### config.mk
export PLATFORM = sky130hd
export DESIGN_NAME = scsa_resq
export DESIGN_NICKNAME = d
export VERILOG_FILES = /design/src/scsa_pkg.sv /design/src/scsa_resq.sv
export SDC_FILE = /design/constraint.sdc
export NUM_CORES = 1
export LEC_CHECK = 0
export ABC_AREA = 1
export BUFFER_PORTS_ARGS = -buffer_cell sky130_fd_sc_hd__buf_2
export CAP_MARGIN = 25
export CORE_MARGIN = 2
export CORE_UTILIZATION = 30
export CTS_CLUSTER_SIZE = 12
export DETAILED_ROUTE_END_ITERATION = 12
export HOLD_SLACK_MARGIN = 0.1
export SYNTH_ARGS = -nofsm -noshare
export SYNTH_HDL_FRONTEND = slang
export SYNTH_SLANG_ARGS = --single-unit
### constraint.sdc
create_clock -name clk_i -period 4.63 [get_ports clk_i]
set_input_delay 0.2315 -clock clk_i [delete_from_list [all_inputs] [get_ports clk_i]]
set_output_delay 0.2315 -clock clk_i [all_outputs]
set_load 0.01 [all_outputs]
### src/scsa_pkg.sv
`default_nettype none
package scsa_pkg;

  localparam int NUM_ROWS  = 65536;
  localparam int ACC_WIDTH = 40;

  localparam int OP_W   = 2;
  localparam int ROW_W  = 16;
  localparam int COEF_W = 16;
  localparam int PIX_W  = 16;
  localparam int ROW_AW = $clog2(NUM_ROWS);

  // unsigned coef times signed pixel, exact
  localparam int PROD_W = COEF_W + PIX_W + 1;
  localparam int SUM_W  = ((ACC_WIDTH > PROD_W) ? ACC_WIDTH : PROD_W) + 1;

  localparam logic signed [SUM_W-1:0] ACC_HI =
    signed'({{(SUM_W-ACC_WIDTH+1){1'b0}}, {(ACC_WIDTH-1){1'b1}}});
  localparam logic signed [SUM_W-1:0] ACC_LO = ~ACC_HI;

  localparam int CMDQ_DEPTH = 4;
  localparam int CMDQ_AW    = $clog2(CMDQ_DEPTH);
  localparam int RESQ_DEPTH = 2;
  localparam int RESQ_AW    = $clog2(RESQ_DEPTH);

  typedef enum logic [OP_W-1:0] {
    OP_ACC  = 2'd0,
    OP_CLR  = 2'd1,
    OP_READ = 2'd2
  } op_e;

  typedef enum logic [1:0] {
    KIND_ACC,
    KIND_CLR,
    KIND_RD,
    KIND_RD_ZERO
  } kind_e;

  typedef enum logic {
    ST_IDLE,
    ST_EXEC
  } state_e;

  typedef struct packed {
    kind_e                     kind;
    logic [ROW_AW-1:0]         addr;
    logic [COEF_W-1:0]         coef;
    logic signed [PIX_W-1:0]   pix;
  } cmd_t;

  typedef struct packed {
    logic                        sat;
    logic signed [ACC_WIDTH-1:0] acc;
  } entry_t;

  typedef struct packed {
    logic [ACC_WIDTH-1:0] row_sum;
    logic                 saturated;
  } result_t;

endpackage
`default_nettype wire

### src/scsa_resq.sv
`default_nettype none
module scsa_resq (
  input  logic                           clk_i,
  input  logic                           rst_ni,
  input  logic                           res_valid_i,
  input  scsa_pkg::result_t              res_i,
  output logic                           res_ready_o,
  output logic                           empty_o,
  input  logic                           pop_i,
  output logic [scsa_pkg::ACC_WIDTH-1:0] row_sum_o,
  output logic                           saturated_o
);
  import scsa_pkg::*;

  result_t            q_mem [RESQ_DEPTH];
  logic [RESQ_AW-1:0] wr_ptr_q, rd_ptr_q;
  logic [RESQ_AW:0]   count_q, count_d;
  logic               enq, deq;
  result_t            head;

  assign res_ready_o = count_q != (RESQ_AW+1)'(RESQ_DEPTH);
  assign empty_o     = count_q == '0;
  assign enq         = res_valid_i & res_ready_o;
  assign deq         = pop_i & ~empty_o;
  assign head        = q_mem[rd_ptr_q];
  assign row_sum_o   = head.row_sum;
  assign saturated_o = head.saturated;

  always_comb begin
    count_d = count_q;
    if (enq && !deq) begin
      count_d = count_q + 1'b1;
    end else if (deq && !enq) begin
      count_d = count_q - 1'b1;
    end
  end

  always_ff @(posedge clk_i or negedge rst_ni) begin
    if (!rst_ni) begin
      wr_ptr_q <= '0;
      rd_ptr_q <= '0;
      count_q  <= '0;
    end else begin
      count_q <= count_d;
      if (enq) wr_ptr_q <= wr_ptr_q + 1'b1;
      if (deq) rd_ptr_q <= rd_ptr_q + 1'b1;
    end
  end

  always_ff @(posedge clk_i) begin
    if (enq) q_mem[wr_ptr_q] <= res_i;
  end

endmodule
`default_nettype wire

; ---- Word level (Yosys, flattened, before mapping)
; Memory sizes are Yosys's and may differ from the RTL's.
; Index checks and enable logic that the tools add are counted.
[classes]
add_sub_neg = 4
n_eq_ne = 1
muxes = 4
bitwise = 3
reduce_logical = 6
[op_table]
columns = cell, n
row1 = $mux W2, 2
row2 = $add A1 B1 Y1 const B, 2
row3 = $add A2 B1 Y2 const B, 1
row4 = $and A1 B1 Y1, 2
row5 = $logic_and A1 B1 Y1, 2
row6 = $logic_not A1 Y1, 2
row7 = $logic_not A2 Y1, 1
row8 = $mux W1, 2
row9 = $ne A2 B2 Y1 const B, 1
row10 = $reduce_bool A2 Y1, 1
row11 = $sub A2 B1 Y2 const B, 1
row12 = $not A1 Y1, 1
[word_totals]
reg_bits = 4
ram_bits = 82
inputBits = 45
out_inout_bits = 43
elab_cells = 22
memories = 1
[memory_table]
columns = name, depth, width, read_ports, rd_ports_with_merged_regs, wr, line_no
row1 = q_mem, 2, 41, 1, 0, 1, scsa_resq.sv:15  ; result_t q_mem [RESQ_DEPTH];

; ---- Depth between registers and ports, before layout
[logic_depth]
depth_word = 6
depth_mapped = 10
depth_no_buf = 10

; ---- Worst setup path before layout
; Ideal clock, no wire load.
[synth_timing]
path_kind = register to register
from = register count_q[0]
to = memory q_mem[0][0] in the netlist's numbering (enable)
setup_ns = 0.439
t_arrival_ns = 2.356
t_required_ns = 4.191
path_slack_ns = 1.834
path_stages_with_launch = 5
synth_period_minus_slack_ns = 2.796
cell_sequence = dfrtp_1 -> inv_2 -> nand2_2 -> nand2_4 -> nor2_1
[synth_via]
elab_chain_cells = 4
[synth_rtl]
columns = item, line_no
row1 = "start, declared", scsa_resq.sv:17  ; logic [RESQ_AW:0] count_q, count_d;
row2 = "start signal, assigned", scsa_resq.sv:44  ; count_q <= count_d;
row3 = $ne A2 B2 Y1, scsa_resq.sv:21  ; assign res_ready_o = count_q != (RESQ_AW+1)'(RESQ_DEPTH);
row4 = net res_ready_o, scsa_resq.sv:7  ; output logic res_ready_o,
row5 = $and A1 B1 Y1, scsa_resq.sv:23  ; assign enq = res_valid_i & res_ready_o;
row6 = $mux W1, scsa_resq.sv:51  ; if (enq) q_mem[wr_ptr_q] <= res_i;
row7 = $mux W1 (implied by the code), scsa_resq.sv:51
row8 = "end, declared", scsa_resq.sv:15
; The timed path passes the listed nets, and every way through them passes these cells.

; ---- Worst setup path after layout
[layout_timing]
from = register rd_ptr_q
to = output row_sum_o[0] in the netlist's numbering
[layout_via]
elab_chain_cells = 1
[layout_rtl]
columns = item, line_no
row1 = "start, declared", scsa_resq.sv:16  ; logic [RESQ_AW-1:0] wr_ptr_q, rd_ptr_q;
row2 = "start signal, assigned", scsa_resq.sv:46  ; if (deq) rd_ptr_q <= rd_ptr_q + 1'b1;
row3 = $mem_v2 Z2 W41, -
row4 = "end, declared", scsa_resq.sv:10  ; output logic [scsa_pkg::ACC_WIDTH-1:0] row_sum_o,
; Every way passes these cells.

==> reports/metrics.csv <==
stage,metric,value,unit
outcome,status,"finished, final reports clean",
power_and_ir_drop,seqPwrFrac,47.8,%
floorplanning,die_area,11600,um^2
detailed_routing,wl_met2,2.98,mm
power_and_ir_drop,p_leak,1.88,nW
sta,tns,0,ns
critical_path,cp_max_fo,43,
detailed_routing,drtAntennaViolNets,0,
sta,slew_headroom,42.3,%
logic_synthesis,synth_common_cells,"nand2_1, edfxtp_1, inv_1",
logic_synthesis,yosysMostFrequentCell,nand2_1,
place,pre_cts_slack,2.65,ns
finish,antenna_cells,0,
logic_synthesis,synth_warnings,0,
clock_tree,cts_root_buf,clkbuf_8,
critical_path,endpoint_kind,primary output,
clock_tree,clock-sinks,86,
critical_path,crit_path_start_kind,register,
clock_tree,cts_resized,0,
detailed_routing,dr_wl_met3,303,um
power_and_ir_drop,power_density,557,nW/um^2
detailed_routing,route.detailed.drc,0,
floorplanning,initial_core_util,31.0,%
detailed_routing,viasPerCell,4.13,
floorplanning,core,10400,um^2
clock_tree,ctsLongestPathBuffers,2,
logic_synthesis,synth_edf_count,82,
power_and_ir_drop,p_int,1.60,mW
floorplanning,num_rows,37,
clock_tree,cts-buffers-inserted,9,
logic_synthesis,synth_cell_types,19,
power_and_ir_drop,ir_worst_vdd,0.178,mV
sta,period_needed,2.28,ns
clock_tree,clk_pin_slew,0.08,ns
logic_synthesis,synth_area_leaders,"edfxtp_1, nand2_1, dfrtp_1, buf_6, inv_1",
critical_path,cpPeakStageDelay,0.93,ns
sta,fmax,438,MHz
detailed_routing,drt_iter0_markers,65,
logic_synthesis,yosys_most_used_dff,edfxtp_1,
logic_synthesis,syn_area,3230,um^2
global_routing,grt_pass1_vias,2129,
sta,min_period_over_period,49.3,%
detailed_routing,wl_per_cell,11.9,um
finish,drive_above_1_share,28.6,%
logic_synthesis,synthCells,243,
power_and_ir_drop,swShare,34.7,%
clock_tree,cts_tree,done,
clock_tree,insertion_delay,0.34,ns
logic_synthesis,synth-seq-area-share,79.3,%
critical_path,worst_ep_required_time,4.40,ns
sta,rsz0062_at_grt,no,
critical_path,cp_slowest_cell,dfrtp_2,
critical_path,cp_common_cell,nand2_1,
clock_tree,postCtsSetupBuffers,0,
sta,finalSetupViolations,0,
power_and_ir_drop,p_clk_share,20.2,%
finish,final_cells,517,
logic_synthesis,avgSynthCellArea,13.3,um^2
place,hpwl,3.79,mm
critical_path,path_cells,inv_4 -> nand2_1 -> nand2_1 -> buf_2,
finish,final_nets,422,
global_routing,antenna_found_initial,0,
sta,maxSlewViolCount,0,
sta,setup_slack,2.35,ns
critical_path,critical_path_class,reg -> out,
floorplanning,io_pins,88,
detailed_routing,routed_wl,6.15,mm
detailed_routing,dr.pass1.iters,4,
place,gp_congestion,0.676,
logic_synthesis,yosys.area.top_type,edfxtp_1,
place,port_buffers,87,
detailed_routing,top_layer,met4,
place,placedInstanceArea,3790,um^2
floorplanning,die_y,108,um
logic_synthesis,synth_nets,289,
finish,fin_util,42.3,%
detailed_routing,wl_met1,2.65,mm
finish,finalInstanceArea,4410,um^2
finish,area_growth,36.3,%
sta,finalHoldViolCount,0,
power_and_ir_drop,switchingPower,0.853,mW
logic_synthesis,ys_ff_latch,86,
global_routing,grt_usage,11.1,%
detailed_routing,vias,2137,
job,cap_violations,0,
power_and_ir_drop,finalPower,2.45,mW
logic_synthesis,synthArstFlopShare,4.65,%
min_path,hold_class,in -> reg,
global_routing,grt_start_max_net_pins,44,
global_routing,grt_pass1_wl,9.66,mm
logic_synthesis,netlist.area_leader.share,76.2,%
global_routing,grt-ovfl-total,0,
critical_path,arrival,2.05,ns
power_and_ir_drop,comb_power_share,31.9,%
clock_tree,cts_max_level,3,
floorplanning,die_x,108,um
sta,whs,0.168,ns
sta,finClkSkew,0.00882,ns
sta,worstMarginPinSlew,0.865,ns
place,dp.cells,459,
## cell type report
cell class              instances  area (um^2)
fillers                       976         6010
flip-flops and latches         86         2560
repair buffers                131          871
multi-input cells             141          582
well taps                     136          170
clock buffers                  10          128
clock inverters                 6         62.6
inverters                       7         28.8
## worst max-delay path: cells and delay by family, from the launching register on
family | cells | cell delay (ns)
buf+inv | 2 | 0.52
flops | 1 | 0.93
simple gates | 2 | 0.22
## flip-flops by register name, summed over array words and instances (netlist names)
register and flops:
count_q 2, rd_ptr_q 1, wr_ptr_q 1, q_mem 82
## power by group through the flow
stage	clock [mW]	sequential [mW]	combinational (mW)
floorplan	0	1.13	0.539
global route	0.546	1.20	0.885
global placement	0	1.19	0.761
detailed placement	0	1.19	0.779
finish	0.497	1.17	0.784
CTS	0.522	1.18	0.810
## metal layers
| layer | vias up | GRT usage [%] |
|---|---|---|
| li1 | 1076 | - |
| met4 | 0 | 6.41 |
| met1 | 978 | 12.2 |
| met5 | - | 0 |
| met3 | 17 | 2.78 |
| met2 | 66 | 19.2 |
## cells in the final DEF, fill, tap and decap left out, types with 2 or more instances in the layout
| cell | n |
|---|---|
| inv_1 | 5 |
| buf_4 | 2 |
| dlygate4sd3_1 | 42 |
| clkbuf_8 | 9 |
| buf_2 | 87 |
| clkinv_1 | 2 |
| dfrtp_1 | 3 |
| clkinv_4 | 2 |
| edfxtp_1 | 82 |
| nand2_1 | 129 |
| nor2_4 | 2 |
## cells by family (layout without fill, tap and decap cells)
family,count (synthesis),after routing,share of synthesized area (%)
buf+inv,16,154,3.21
compound gates,1,1,0.155
fa+ha+maj,1,1,0.387
xor+xnor,2,2,0.542
flops,86,86,79.3
simple gates,137,137,16.4
## path summary, 6_finish.rpt
check                                        from                endpoint  slack (ns)  cells after the start
max                          rd_ptr_q$_DFFE_PN0P_            row_sum_o[0]        2.35                      4
min reg2reg                count_q[0]$_DFFE_PN0P_  count_q[0]$_DFFE_PN0P_        0.58                      1
min in group asynchronous                  rst_ni  count_q[0]$_DFFE_PN0P_        0.22                      2
max in group asynchronous                  rst_ni    rd_ptr_q$_DFFE_PN0P_        4.28                      2
max reg2reg                count_q[0]$_DFFE_PN0P_  q_mem[1][39]$_DFFE_PP_        2.72                      5
min                                         pop_i    rd_ptr_q$_DFFE_PN0P_        0.17                      3
## what timing repair did
action | in CTS | in global routing
setup endpoints to repair | 0 | 0
hold buffers | 42 | 0
hold endpoints to repair | 86 | 0
No activity file was read; power rests on OpenSTA's default activity.
