[config.mk]
export PLATFORM = sky130hd
export DESIGN_NAME = scsa_front
export DESIGN_NICKNAME = d
export VERILOG_FILES = /design/src/scsa_pkg.sv /design/src/scsa_front.sv
export SDC_FILE = /design/constraint.sdc
export NUM_CORES = 1
export LEC_CHECK = 0
export BUFFER_PORTS_ARGS = -buffer_cell sky130_fd_sc_hd__buf_4
export CORE_UTILIZATION = 50
export DETAILED_ROUTE_END_ITERATION = 8
export PLACE_DENSITY = 0.75
export SYNTH_ARGS = -nofsm -noshare
export SYNTH_HDL_FRONTEND = slang
export SYNTH_SLANG_ARGS = --single-unit
export TNS_END_PERCENT = 30
[constraint.sdc]
create_clock -name clk_i -period 3.7 [get_ports clk_i]
set_input_delay 0.185 -clock clk_i [delete_from_list [all_inputs] [get_ports clk_i]]
set_output_delay 0.185 -clock clk_i [all_outputs]
set_load 0.05 [all_outputs]
[src/scsa_pkg.sv]
`default_nettype none
package scsa_pkg;

  localparam int NUM_ROWS  = 65536;
  localparam int ACC_WIDTH = 40;

  localparam int OP_W   = 2;
  localparam int ROW_W  = 16;
  localparam int COEF_W = 16;
  localparam int PIX_W  = 16;
  localparam int ROW_AW = $clog2(NUM_ROWS);

  // unsigned coef times signed pixel, exact
  localparam int PROD_W = COEF_W + PIX_W + 1;
  localparam int SUM_W  = ((ACC_WIDTH > PROD_W) ? ACC_WIDTH : PROD_W) + 1;

  localparam logic signed [SUM_W-1:0] ACC_HI =
    signed'({{(SUM_W-ACC_WIDTH+1){1'b0}}, {(ACC_WIDTH-1){1'b1}}});
  localparam logic signed [SUM_W-1:0] ACC_LO = ~ACC_HI;

  localparam int CMDQ_DEPTH = 4;
  localparam int CMDQ_AW    = $clog2(CMDQ_DEPTH);
  localparam int RESQ_DEPTH = 2;
  localparam int RESQ_AW    = $clog2(RESQ_DEPTH);

  typedef enum logic [OP_W-1:0] {
    OP_ACC  = 2'd0,
    OP_CLR  = 2'd1,
    OP_READ = 2'd2
  } op_e;

  typedef enum logic [1:0] {
    KIND_ACC,
    KIND_CLR,
    KIND_RD,
    KIND_RD_ZERO
  } kind_e;

  typedef enum logic {
    ST_IDLE,
    ST_EXEC
  } state_e;

  typedef struct packed {
    kind_e                     kind;
    logic [ROW_AW-1:0]         addr;
    logic [COEF_W-1:0]         coef;
    logic signed [PIX_W-1:0]   pix;
  } cmd_t;

  typedef struct packed {
    logic                        sat;
    logic signed [ACC_WIDTH-1:0] acc;
  } entry_t;

  typedef struct packed {
    logic [ACC_WIDTH-1:0] row_sum;
    logic                 saturated;
  } result_t;

endpackage
`default_nettype wire

[src/scsa_front.sv]
`default_nettype none
module scsa_front (
  input  logic                        clk_i,
  input  logic                        rst_ni,
  input  logic                        push_i,
  output logic                        full_o,
  input  logic [scsa_pkg::OP_W-1:0]   operation_i,
  input  logic [scsa_pkg::ROW_W-1:0]  row_index_i,
  input  logic [scsa_pkg::COEF_W-1:0] coefficient_i,
  input  logic signed [scsa_pkg::PIX_W-1:0] pixel_value_i,
  output logic                        cmd_valid_o,
  output scsa_pkg::cmd_t              cmd_o,
  input  logic                        cmd_ready_i
);
  import scsa_pkg::*;

  cmd_t               q_mem [CMDQ_DEPTH];
  logic [CMDQ_AW-1:0] wr_ptr_q, rd_ptr_q;
  logic [CMDQ_AW:0]   count_q, count_d;
  logic               row_ok, keep, enq, deq;
  kind_e              kind;
  cmd_t               cmd_new;

  assign row_ok = 32'(row_index_i) < NUM_ROWS;

  always_comb begin
    keep = 1'b0;
    kind = KIND_ACC;
    unique case (op_e'(operation_i))
      OP_ACC: begin
        keep = row_ok;
        kind = KIND_ACC;
      end
      OP_CLR: begin
        keep = row_ok;
        kind = KIND_CLR;
      end
      OP_READ: begin
        keep = 1'b1;
        kind = row_ok ? KIND_RD : KIND_RD_ZERO;
      end
      default: begin
        keep = 1'b0;
        kind = KIND_ACC;
      end
    endcase
  end

  always_comb begin
    cmd_new.kind = kind;
    cmd_new.addr = ROW_AW'(row_index_i);
    cmd_new.coef = coefficient_i;
    cmd_new.pix  = pixel_value_i;
  end

  assign full_o      = count_q == (CMDQ_AW+1)'(CMDQ_DEPTH);
  assign cmd_valid_o = count_q != '0;
  assign cmd_o       = q_mem[rd_ptr_q];
  assign enq         = push_i & ~full_o & keep;
  assign deq         = cmd_valid_o & cmd_ready_i;

  always_comb begin
    count_d = count_q;
    if (enq && !deq) begin
      count_d = count_q + 1'b1;
    end else if (deq && !enq) begin
      count_d = count_q - 1'b1;
    end
  end

  always_ff @(posedge clk_i or negedge rst_ni) begin
    if (!rst_ni) begin
      wr_ptr_q <= '0;
      rd_ptr_q <= '0;
      count_q  <= '0;
    end else begin
      count_q <= count_d;
      if (enq) wr_ptr_q <= wr_ptr_q + 1'b1;
      if (deq) rd_ptr_q <= rd_ptr_q + 1'b1;
    end
  end

  always_ff @(posedge clk_i) begin
    if (enq) q_mem[wr_ptr_q] <= cmd_new;
  end

endmodule
`default_nettype wire

# [Yosys cells after proc, flatten, opt, wreduce, memory -nomap -nowiden]
# Memory sizes are Yosys's and may differ from the RTL's.
# Cells that the tools add are included.
[totals] register_bits=7 ramBits=200 output_inout_bits=52 mem_count=1
[classes] n_addsub=4 eq_ne=3 mux=6 bitwise_logic=4 n_reduce_logical=8
[mem_list] name="q_mem" depth=4 word_bits=50 read_ports=1 rd_ports_with_merged_regs=0 wr=1 line="scsa_front.sv:17" rtl="cmd_t q_mem [CMDQ_DEPTH];"
[op_table] cell="3-bit 2-to-1 mux" count=2
[op_table] cell="2-bit by 1-bit adder with 2-bit output (second input constant)" count=2
[op_table] cell="2-bit case mux with 2 select lines" count=1
[op_table] cell="3-bit by 1-bit adder with 3-bit output (second input constant)" count=1
[op_table] cell="1-bit bitwise AND" count=3
[op_table] cell="3-bit equality test (second input constant)" count=1
[op_table] cell="1-bit 2-to-1 mux" count=3
[op_table] cell="3-bit nonzero test" count=1
[op_table] cell="3-bit OR reduction" count=1
[op_table] cell="3-bit by 1-bit subtractor with 3-bit output (second input constant)" count=1
[op_table] cell="2-bit by 1-bit equality test with 1-bit output (second input constant)" count=1
[op_table] cell="2-bit equality test (second input constant)" count=1
[op_table] cell="1-bit logical AND" count=2
[op_table] cell="1-bit zero test" count=2
[op_table] cell="2-bit zero test" count=1
[op_table] cell="2-bit nonzero test" count=1
[op_table] cell="1-bit inverter" count=1

# [Longest topological paths before layout]
[depth] word_depth=8 mapped_depth=8 ltp_nobuf=8

# [Least setup slack after synthesis]
# No wires, ideal clock.
[synth_path] path_kind="register to register" startpoint="reg count_q[2]" endpoint="mem q_mem[0][0] (netlist bit), enable pin" t_arrival_ns=2.193 required_ns=3.287 path_slack_ns=1.094 path_stages_with_launch=4 cell_sequence="dfrtp_1 > nor3b_4 > a211oi_4 > and2_1"
[synth_via] elab_chain_len=6
[synth_lines] item="from (decl)" line="scsa_front.sv:19" rtl="logic [CMDQ_AW:0] count_q, count_d;"
[synth_lines] item="from (signal assigned)" line="scsa_front.sv:77" rtl="count_q <= count_d;"
[synth_lines] item="3-bit equality test" line="scsa_front.sv:56" rtl="assign full_o = count_q == (CMDQ_AW+1)'(CMDQ_DEPTH);"
[synth_lines] item="net full_o" line="scsa_front.sv:6" rtl="output logic full_o,"
[synth_lines] item="1-bit inverter" line="scsa_front.sv:59" rtl="assign enq = push_i & ~full_o & keep;"
[synth_lines] item="1-bit bitwise AND (2 in series)" line="scsa_front.sv:59"
[synth_lines] item="net enq" line="scsa_front.sv:20" rtl="logic row_ok, keep, enq, deq;"
[synth_lines] item="1-bit 2-to-1 mux" line="scsa_front.sv:84" rtl="if (enq) q_mem[wr_ptr_q] <= cmd_new;"
[synth_lines] item="1-bit 2-to-1 mux (implied by the code)" line="scsa_front.sv:84"
[synth_lines] item="to (decl)" line="scsa_front.sv:17"
# The timed path passes the listed nets, and every way through them passes these cells.

==> impl_metrics.yaml <==
logic_synthesis:
  ys_warn_count: 0
  ys_ff_latch: 207
  synth_cell_type_count: 22
  synth_seq_area_share: 0.8053
  avgSynthCellArea_um2: 25.67
  synth_nets: 359
  syn_inst: 299
  synth_area_mm2: 0.007675
clocking:
  clock_sinks: 207
  clk_latency_ns: 0.48
  cts_made_buffers: 20
  clk_pin_slew_ns: 0.06
  cts_root_buf: "clkbuf_16"
  cts_tree: "built"
  htreeDepth: 1
  cts_resized: 0
  clock_path_buffers: 3
finish:
  final_net_count: 530
  num-fill-cells: 952
  fin_area_mm2: 0.009829
  post-route-util: 0.6662
  layout-drive-gt1-share: 0.4058
  area.growth.synth_to_final_pct: 28.07
sta:
  setup_viol: 0
  final_max_slew_viol_count: 0
  setup_tns_ns: 0
  worst_pin_slew_ns: 1.039
  skew_ns: 0.01181
  fmax_ghz: 0.3782
  rsz0062_at_grt: "false"
  period_share: 0.7145
  finalHoldViolations: 0
  fin_crit_ns: 2.644
  slew_headroom: 0.3071
hold_path:
  worstHoldEndpoint: "q_mem[3][49]"
  hold_class: "in2reg"
  min_path_cells: 2
  min-delay-start: "operation_i[0]"
routing:
  wirelength_um: 13610
  drc: 0
  vias: 3596
  firstDrtPassIters: 4
  postRouteAntennaNets: 0
  wl_per_cell_um: 20.38
  routed_via_density: 5.383
  drt_iter0_drc: 184
floorplanning:
  die_x_um: 125.9
  dieArea_mm2: 0.01585
  fp.coreArea_mm2: 0.01475
  die_y_um: 125.9
  rows: 44
  ios: 106
  start_util: 0.5202
grt:
  overflow: 0
  antenna_found_initial: 1
  grt_util_all_layers: 0.1775
  grt_max_degree: 53
  grt_pass1_wl_um: 21160
  grt_pass1_vias: 3918
power:
  peakVddDrop_mv: 0.5500
  p_per_area_mw_per_mm2: 857.9
  p_leak_uw: 0.003413
worst_setup_path:
  r2r-end: "q_mem[0][46]"
  cp.depth: 2
  cp_slowest_cell: "dfrtp_4"
  start_kind: "flip-flop"
  end_kind: "output pin"
  critical_path_class: "reg2out"
  worst-path-max-fanout: 52
  timing.reg2reg.setup_slack_ns: 1.32
  reg2regPathDepth: 4
  crit_family: "flip-flops"
  arrival_ns: 2.46
  r2r_start: "count_q[2]"
  critPathRequiredTime_ns: 3.51
  cpPeakStageDelay_ns: 1.11
  crit_buf_inv: 1
  path_cells: "mux4_2 > buf_4"
placement:
  dpl_cell_area_mm2: 0.008690
  gp_congestion: 0.7074
  dp_hpwl_um: 7740
  port-buffer-count: 105
run:
  cap_violations: 0
status:
  outcome: "finished clean"
-- worst reg2reg max path, delay by kind of cell (launching register included) --
family | cells | cell delay, ns
AND/OR/NAND/NOR | 2 | 0.92
AO/OA/AOI/OAI | 1 | 0.44
buffers and inverters | 1 | 0.28
flip-flops | 1 | 0.41
-- per-stage QoR --
step	total power [µW]	std cells	setup WS, ns	hold slack [ns]
finish	8433	668	1.056	0.05335
global route	8753	668	0.8704	0.05028
CTS	8540	667	0.9437	0.04086
detailed placement	6518	582	1.354	0.005879
global placement	6467	582	1.402	0.001609
floorplan	5633	299	1.094	-0.1106
-- worst max path at each step --
stage,startpoint,end,slack [ns]
4_1_cts,rd_ptr_q[0],cmd_o[24],0.94
6_report,rd_ptr_q[0],cmd_o[24],1.06
3_5_place_dp,count_q[2],q_mem[0][41],1.35
5_1_grt,rd_ptr_q[0],cmd_o[48],0.87
2_1_floorplan,count_q[2],q_mem[0][0],1.09
3_3_place_gp,count_q[2],q_mem[0][41],1.40
-- cells in the final DEF, fill, tap and decap left out, drive strengths merged --
cell type	instances
or3	1
nor3b	1
nor2	1
mux2	2
mux4	50
and2	4
xnor2	4
diode	1
dfrtp	7
xor2	2
nor2b	2
nand2	1
edfxtp	200
clkinv	6
inv	4
a211oi	1
clkbuf	27
ha	5
nand3	1
fa	1
buf	111
dlygate4sd3	50
bufinv	2
-- power by group --
part | internal [µW] | switching, µW | total, µW
Clock | 1180 | 786 | 1960
Combinational | 1200 | 1920 | 3110
Sequential | 2990 | 366 | 3360
-- cell families after synthesis --
kind of cell | after synthesis | share of synthesized area
AOI/OAI and AO/OA | 1 | 0.002609
xor gates and xnor gates | 6 | 0.006847
adders and majority gates | 6 | 0.01076
buffers and inverters | 16 | 0.01451
DFF | 207 | 0.8053
muxes | 52 | 0.1501
and+or+nand+nor | 11 | 0.009780
-- timing repair --
| action | in CTS | in global routing |
|---|---|---|
| endpoints found under the hold margin | 200 | 0 |
| hold buffers | 50 | 0 |
| setup buffers | 0 | 0 |
-- final cells by class --
type	instances	area [µm²]	area share
Clock buffer	27	548.0	0.05575
Sequential cell	207	6186	0.6293
Multi-Input combinational cell	76	1388	0.1412
Timing Repair Buffer	161	1371	0.1395
Clock inverter	8	88.84	0.009038
Tap cell	184	230.2	0.02342
Antenna cell	1	2.502	0.0002546
Inverter	4	15.01	0.001527
-- Yosys cell counts (all sizes together) --
cell | n | area (µm²)
a211oi | 1 | 20.02
and2 | 4 | 25.02
buf | 11 | 92.58
clkbuf | 1 | 3.750
dfrtp | 7 | 175.2
edfxtp | 200 | 6006
fa | 1 | 20.02
ha | 5 | 62.56
inv | 4 | 15.01
mux2 | 2 | 26.27
mux4 | 50 | 1126
nand2 | 1 | 3.750
nand3 | 1 | 5.000
nor2 | 1 | 3.750
nor2b | 2 | 12.51
nor3b | 1 | 18.77
or3 | 1 | 6.260
xnor2 | 4 | 35.03
xor2 | 2 | 17.52
-- flip-flops by register name, indices dropped and copies added (netlist names) --
| register | cells |
|---|---|
| count_q | 3 |
| q_mem | 200 |
| rd_ptr_q | 2 |
| wr_ptr_q | 2 |
-- metal layers --
metal | part of all wire | wire length (µm) | vias up | GRT usage
met5 | 0 | 0 | - | 0
met4 | 0.020 | 277 | 0 | 0.05386
met3 | 0.044 | 605 | 25 | 0.03059
met2 | 0.50 | 6776 | 107 | 0.2990
met1 | 0.44 | 5955 | 1855 | 0.2402
li1 | - | - | 1609 | -
(Power assumes the default switching activity.)
